==> src/slfq_pkg.sv <==
`timescale 1ns / 1ps
`default_nettype none

package slfq_pkg;

  localparam int LINE_BYTES = 32;
  localparam int LINE_SLOTS = 4;

  // One spare slot holds the line being assembled.
  localparam int PHYS_SLOTS = LINE_SLOTS + 1;
  localparam int SLOT_W     = $clog2(PHYS_SLOTS);
  localparam int POS_W      = $clog2(LINE_BYTES);
  localparam int ADDR_W     = SLOT_W + POS_W;
  localparam int RAM_DEPTH  = PHYS_SLOTS << POS_W;
  localparam int LIMIT_POS  = LINE_BYTES - 2;

  localparam int CFG_AW = 3;
  localparam int CFG_DW = 32;

  localparam logic [7:0] END_FIRST_RESET  = 8'd13;
  localparam logic [7:0] END_SECOND_RESET = 8'd10;

  typedef enum logic {
    OP_BYTE = 1'b0,
    OP_READ = 1'b1
  } op_t;

  typedef enum logic {
    REG_END_FIRST  = 1'b0,
    REG_END_SECOND = 1'b1
  } reg_idx_t;

  typedef enum logic {
    STAT_CHAR    = 1'b0,
    STAT_NO_LINE = 1'b1
  } stat_t;

  typedef enum logic {
    ST_IDLE,
    ST_READ
  } state_t;

endpackage

`default_nettype wire

==> src/slfq_ram.sv <==
`timescale 1ns / 1ps
`default_nettype none

module slfq_ram #(
  parameter int WIDTH = 8,
  parameter int DEPTH = 160
) (
  input  wire logic                     clk,
  input  wire logic                     we,
  input  wire logic [$clog2(DEPTH)-1:0] waddr,
  input  wire logic [WIDTH-1:0]         wdata,
  input  wire logic                     re,
  input  wire logic [$clog2(DEPTH)-1:0] raddr,
  output logic      [WIDTH-1:0]         rdata
);

  logic [WIDTH-1:0] mem [DEPTH];

  always_ff @(posedge clk) begin
    if (we) begin
      mem[waddr] <= wdata;
    end
    if (re) begin
      rdata <= mem[raddr];
    end
  end

endmodule

`default_nettype wire

==> src/serial_line_framer_queue.sv <==
// Serial line framer with a queue of received lines.
//
// Input channel (in_valid/in_ready): operation 0 delivers one received byte in
// rx_byte, operation 1 asks for the oldest queued line. Output channel
// (out_valid/out_ready) answers each read with the line's characters, one per
// transfer, then a zero with last set, or a single transfer with status set
// when no line is queued. Received bytes give no output.
// Bytes may follow back to back. The first answer of a read appears in the
// cycle after its transfer, and further characters follow one per cycle
// from the line memory read port while out_ready is high; in_ready stays
// low until the final transfer of the answer has completed. Output
// characters are held in the memory's read register, which keeps them
// stable while out_ready is low.
// The end characters are written through the APB port at addresses 0 and 4.
// Reset empties the queue, clears the line being assembled and restores the
// end characters to 13 and 10; the line memory itself is not cleared.
`timescale 1ns / 1ps
`default_nettype none

module serial_line_framer_queue import slfq_pkg::*; (
  input  wire logic              clk,
  input  wire logic              rst,
  input  wire logic              in_valid,
  output logic                   in_ready,
  input  wire logic              operation,
  input  wire logic [7:0]        rx_byte,
  output logic                   out_valid,
  input  wire logic              out_ready,
  output logic                   status,
  output logic      [7:0]        char_out,
  output logic                   last,
  input  wire logic              psel,
  input  wire logic              penable,
  input  wire logic              pwrite,
  input  wire logic [CFG_AW-1:0] paddr,
  input  wire logic [CFG_DW-1:0] pwdata,
  output logic      [CFG_DW-1:0] prdata,
  output logic                   pready
);

  state_t            state;
  state_t            state_next;
  logic [7:0]        end_char_first;
  logic [7:0]        end_char_second;
  logic [SLOT_W-1:0] write_slot;
  logic [SLOT_W-1:0] read_slot;
  logic [SLOT_W-1:0] line_count;
  logic [POS_W-1:0]  char_position;
  logic              awaiting_second;
  logic              line_terminated;
  logic [POS_W-1:0]  read_index;
  logic              no_line;

  logic              byte_acc;
  logic              read_acc;
  logic              cfg_wr;
  logic [7:0]        stored;
  logic              line_done;
  logic              await_set;
  logic              queue_full;
  logic              queue_empty;
  logic              ram_we;
  logic [ADDR_W-1:0] ram_waddr;
  logic              ram_re;
  logic [ADDR_W-1:0] ram_raddr;
  logic [7:0]        ram_rdata;
  logic              pop;

  assign pready   = 1'b1;
  assign cfg_wr   = psel && penable && pwrite && pready;
  assign in_ready = (state == ST_IDLE) && (!out_valid || out_ready);
  assign byte_acc = in_valid && in_ready && (op_t'(operation) == OP_BYTE);
  assign read_acc = in_valid && in_ready && (op_t'(operation) == OP_READ);

  assign queue_full  = line_count == SLOT_W'(LINE_SLOTS);
  assign queue_empty = line_count == '0;

  always_comb begin
    unique case (reg_idx_t'(paddr[2]))
      REG_END_FIRST:  prdata = {{(CFG_DW-8){1'b0}}, end_char_first};
      REG_END_SECOND: prdata = {{(CFG_DW-8){1'b0}}, end_char_second};
      default:        prdata = '0;
    endcase
  end

  always_comb begin
    stored    = (rx_byte == end_char_first) ? 8'd0 : rx_byte;
    line_done = 1'b0;
    await_set = 1'b0;
    if ((rx_byte == end_char_first) || awaiting_second) begin
      if ((end_char_second == 8'd0) || (stored == end_char_second)) begin
        line_done = 1'b1;
      end else begin
        await_set = 1'b1;
      end
    end
    if (!line_done && (char_position >= POS_W'(LIMIT_POS))) begin
      stored    = 8'd0;
      line_done = 1'b1;
    end
  end

  // The line under assembly lives in the one slot outside the queue, so the
  // write port never touches an entry that the read port can reach.
  assign ram_we    = byte_acc && !line_terminated;
  assign ram_waddr = {write_slot, char_position};

  slfq_ram #(
    .WIDTH (8),
    .DEPTH (RAM_DEPTH)
  ) u_line_ram (
    .clk   (clk),
    .we    (ram_we),
    .waddr (ram_waddr),
    .wdata (stored),
    .re    (ram_re),
    .raddr (ram_raddr),
    .rdata (ram_rdata)
  );

  assign status   = no_line;
  assign char_out = no_line ? 8'd0 : ram_rdata;
  assign last     = no_line || (ram_rdata == 8'd0);

  always_comb begin
    state_next = state;
    unique case (state)
      ST_IDLE: begin
        if (read_acc && !queue_empty) begin
          state_next = ST_READ;
        end
      end
      ST_READ: begin
        if (out_ready && last) begin
          state_next = ST_IDLE;
        end
      end
      default: state_next = ST_IDLE;
    endcase
  end

  always_comb begin
    ram_re    = 1'b0;
    ram_raddr = {read_slot, read_index};
    pop       = 1'b0;
    unique case (state)
      ST_IDLE: begin
        if (read_acc && !queue_empty) begin
          ram_re    = 1'b1;
          ram_raddr = {read_slot, {POS_W{1'b0}}};
        end
      end
      ST_READ: begin
        ram_re = out_ready && !last;
        pop    = out_ready && last;
      end
      default: begin
        ram_re = 1'b0;
      end
    endcase
  end

  always_ff @(posedge clk) begin
    if (rst) begin
      state           <= ST_IDLE;
      end_char_first  <= END_FIRST_RESET;
      end_char_second <= END_SECOND_RESET;
      write_slot      <= '0;
      read_slot       <= '0;
      line_count      <= '0;
      char_position   <= '0;
      awaiting_second <= 1'b0;
      line_terminated <= 1'b0;
      out_valid       <= 1'b0;
      no_line         <= 1'b0;
    end else begin
      state <= state_next;

      if (cfg_wr) begin
        unique case (reg_idx_t'(paddr[2]))
          REG_END_FIRST:  end_char_first  <= pwdata[7:0];
          REG_END_SECOND: end_char_second <= pwdata[7:0];
          default:        end_char_first  <= end_char_first;
        endcase
      end

      if (byte_acc) begin
        if (line_done) begin
          if (!queue_full) begin
            write_slot <= (write_slot == SLOT_W'(PHYS_SLOTS - 1)) ? '0
                                                                  : write_slot + SLOT_W'(1);
            line_count <= line_count + SLOT_W'(1);
          end
          char_position   <= '0;
          awaiting_second <= 1'b0;
          line_terminated <= 1'b0;
        end else begin
          char_position <= char_position + POS_W'(1);
          if (await_set) begin
            awaiting_second <= 1'b1;
          end
          if (ram_we && (stored == 8'd0)) begin
            line_terminated <= 1'b1;
          end
        end
      end

      if (pop) begin
        read_slot  <= (read_slot == SLOT_W'(PHYS_SLOTS - 1)) ? '0 : read_slot + SLOT_W'(1);
        line_count <= line_count - SLOT_W'(1);
      end

      if (read_acc) begin
        out_valid <= 1'b1;
        no_line   <= queue_empty;
      end else if (out_valid && out_ready && ((state == ST_IDLE) || last)) begin
        out_valid <= 1'b0;
      end
    end
  end

  always_ff @(posedge clk) begin
    if (read_acc) begin
      read_index <= POS_W'(1);
    end else if ((state == ST_READ) && ram_re) begin
      read_index <= read_index + POS_W'(1);
    end
  end

endmodule

`default_nettype wire

==> config.mk <==
export PLATFORM = sky130hd
export DESIGN_NAME = serial_line_framer_queue
export DESIGN_NICKNAME = d
export VERILOG_FILES = /design/src/slfq_pkg.sv /design/src/slfq_ram.sv /design/src/serial_line_framer_queue.sv
export SDC_FILE = /design/constraint.sdc
export NUM_CORES = 2
export LEC_CHECK = 0
export ABC_AREA = 1
export BUFFER_PORTS_ARGS = -buffer_cell sky130_fd_sc_hd__buf_2
export CORE_ASPECT_RATIO = 1.2
export CORE_UTILIZATION = 60
export CTS_CLUSTER_SIZE = 20
export DETAILED_ROUTE_END_ITERATION = 12
export GPL_TIMING_DRIVEN = 0
export PLACE_DENSITY = 0.77
export SLEW_MARGIN = 5
export SYNTH_ARGS = -nofsm -noshare
export SYNTH_HDL_FRONTEND = slang
export SYNTH_SLANG_ARGS = --single-unit
export TNS_END_PERCENT = 1
==> constraint.sdc <==
create_clock -name clk -period 11.9 [get_ports clk]
set_input_delay 1.19 -clock clk [delete_from_list [all_inputs] [get_ports clk]]
set_output_delay 1.19 -clock clk [all_outputs]
set_load 0.01 [all_outputs]
==> results.sh <==
export IMPL_synth_yosys_seq_area_share=0.714
export IMPL_final_core_util=0.685
export IMPL_critPathRequiredTime_ns=12.36
export IMPL_hold_viol_final=0
export IMPL_r2r_setup_slack_ns=7.23
export IMPL_setup_viol=0
export IMPL_clock_sinks=1328
export IMPL_p_int_mw=7.57
export IMPL_cp_arrival_ns=5.30
export IMPL_core_area_mm2=0.0910
export IMPL_violations="capacitance limit, slew limit"
export IMPL_p_sw_mw=1.93
export IMPL_async_flop_share=0
export IMPL_ys_seq_elements=1328
export IMPL_leakage_nw=21.1
export IMPL_dp_slack_ns=6.77
export IMPL_area_delta_synth_final_pct=12.7
export IMPL_clkLatencyLatePin_ns=0.78
export IMPL_io_pins=96
export IMPL_drt_first_pass_iters=9
export IMPL_seqPwrFrac=0.540
export IMPL_grt_pass1_wl_um=255000
export IMPL_postCtsHoldBufs=0
export IMPL_htreeDepth=4
export IMPL_track_usage=0.388
export IMPL_vdd_drop_max_uv=164
export IMPL_drt_iter0_drc=6674
export IMPL_gp_congestion=1.05
export IMPL_grt_pass1_vias=37476
export IMPL_drv_slew=22
export IMPL_clock_root_buffer="clkbuf_16"
export IMPL_rows=121
export IMPL_setup_worst_path_end_class="register"
export IMPL_pwr_share_comb=0.019
export IMPL_synth_warnings=0
export IMPL_vias=39143
export IMPL_syn_area_per_cell_um2=12.8
export IMPL_antenna_found_initial=5
export IMPL_synth_area_leaders="edfxtp_1 (70%), o211ai_1 (7.0%), nand3_1 (4.7%), nor2_1 (2.9%), nand2_1 (2.4%)"
export IMPL_worstMarginPinSlew_ns=1.55
export IMPL_cts_tree="built"
export IMPL_p_sw_frac=0.203
export IMPL_synth_main_ff_cell="edfxtp_1"
export IMPL_die_y_um=335
export IMPL_layout_setup_ws_ns=7.06
export IMPL_holdWs_ns=0.459
export IMPL_cts_resized=0
export IMPL_fin_worst_skew_ns=0.0283
export IMPL_clockPowerShare=0.441
export IMPL_grt_overflow_total=0
export IMPL_maxCapViolations=2
export IMPL_hold_path_class="reg2reg"
export IMPL_routedWlPerCell_um=30.6
export IMPL_nFillCells=6176
export IMPL_die_area_mm2=0.0934
export IMPL_path_clk_slew_ns=0.06
export IMPL_synth_top_area_frac=0.699
export IMPL_start_util=0.608
export IMPL_cts_setup_buffers=0
export IMPL_cp_max_fo=10
export IMPL_viasPerCell=6.64
export IMPL_portBuffers=43
export IMPL_startpoint_type="input port"
export IMPL_power_density_mw_per_mm2=153
export IMPL_grt_setup_unrepaired="false"
export IMPL_cts_buffers=130
export IMPL_slew_headroom=-0.0382
export IMPL_grt_max_degree=46
export IMPL_final_layout_size_suffix_gt1_frac=0.124
export IMPL_synth_top_area_cell="edfxtp_1"
export IMPL_synthesis_area_mm2=0.0553
export IMPL_fin_area_mm2=0.0623
export IMPL_drc=0
export IMPL_timing_fmax_ghz=0.207
export IMPL_synth_cell_types=46
export IMPL_status="finished with violations"
export IMPL_drtAntennaViolNets=0
export IMPL_place_area_mm2=0.0581
export IMPL_clockBufferDepth=3
export IMPL_synth_edf_count=1288
export IMPL_setup_worst_path_class="in2reg"
export IMPL_die_x_um=279
export IMPL_synthCells=4325
export IMPL_yosysMostFrequentCell="edfxtp_1"
export IMPL_nets=4629
export IMPL_period_needed_ns=4.84
export IMPL_post_route_period_util=0.407
export IMPL_ys_top_cells_by_count="edfxtp_1 (1288), nand3_1 (521), o211ai_1 (512), nor2_1 (431), nand2_1 (358)"
export IMPL_hpwl_um=124000
export IMPL_routed_wl_um=181000
## routing by layer
layer	up-vias	GRT usage	share of wire
met5	-	0	0.00041
met4	10	0.287	0.086
met3	700	0.0939	0.12
met2	3210	0.609	0.46
met1	18836	0.470	0.33
li1	16387	-	-
## area by class of cell
class,instances,area (µm²),share of cell area
diodes,1,2.50,0.0000401
plain buffers,323,1510,0.0242
clock buffers,159,3450,0.0553
clock inverters,72,800,0.0128
inverters,267,1000,0.0161
multi-input cells,2430,13500,0.217
flip-flops and latches,1328,39500,0.633
well taps,1230,1540,0.0247
repair buffers,88,1040,0.0167
## critical path: stages
cell	delay, ns
buf_2	0.12
inv_2	0.05
nand2_1	0.08
nand3_1	0.09
nor2_1	0.25
inv_1	0.24
nor2_1	0.41
buf_2	0.40
nand4_1	0.81
nor4_2	1.27
buf_4	0.37
## logic make-up (layout without fill, tap and decap cells)
group	count (synthesis)	in the layout	synth area share
flip-flops	1328	1328	0.714
buffers and inverters	590	909	0.0455
adder cells (fa/ha/maj)	10	10	0.00240
other	2	26	0.000136
AO/OA/AOI/OAI	757	757	0.0986
XOR/XNOR	8	8	0.00127
AND/OR/NAND/NOR	1630	1630	0.138
## power groups by stage
| stage | logic [mW] | clock network [mW] | registers [mW] |
|---|---|---|---|
| floorplan | 0.0719 | 0 | 5.25 |
| global placement | 0.138 | 0 | 5.27 |
| detailed placement | 0.175 | 0 | 5.23 |
| CTS | 0.176 | 4.16 | 5.13 |
| global route | 0.188 | 4.34 | 5.13 |
| finish | 0.181 | 4.19 | 5.13 |
## path summary, 6_finish.rpt
check	start	to	cells past startpoint
worst min-delay path	awaiting_second	awaiting_second	2
worst max-delay path	out_ready	u_line_ram.mem[21][2]	11
worst min register to register	awaiting_second	awaiting_second	2
worst max register to register	state	u_line_ram.mem[21][2]	9
## per-stage QoR
step	TNS, ns	instances	power, mW
final	0	5898	9.51
after floorplan	0	4348	5.32
after global placement	-1628.91	5621	5.41
after CTS	0	5897	9.46
after detailed placement	0	5666	5.41
after global routing	0	5897	9.66
## registers in the layout, indices dropped and copies added (netlist names), 3 cells and up
register and flops:
u_line_ram.rdata 8, line_count 3, read_index 5, read_slot 3, write_slot 3, char_position 5, end_char_second 8, u_line_ram.mem 1280
end_char_first 8
## layout by cell type, fill, tap and decap left out, drive strengths merged
| master | instances |
|---|---|
| nor4 | 9 |
| clkinv | 52 |
| xnor2 | 3 |
| inv | 269 |
| o221ai | 36 |
| or2 | 287 |
| fa | 1 |
| a211oi | 3 |
| nor2 | 435 |
| diode | 1 |
| edfxtp | 1288 |
| ha | 9 |
| o41ai | 1 |
| o211ai | 512 |
| a21oi | 30 |
| clkbuf | 335 |
| nand3b | 2 |
| o21ai | 100 |
| dfxtp | 40 |
| clkinvlp | 3 |
| a31oi | 2 |
| conb | 25 |
| bufinv | 15 |
| o311ai | 32 |
| nor3 | 5 |
| o31ai | 41 |
| buf | 235 |
| nand2 | 359 |
| nand3 | 522 |
| xor2 | 5 |
| nor3b | 1 |
| nand4 | 10 |
Note: power is estimated with default switching activity, not from simulation.
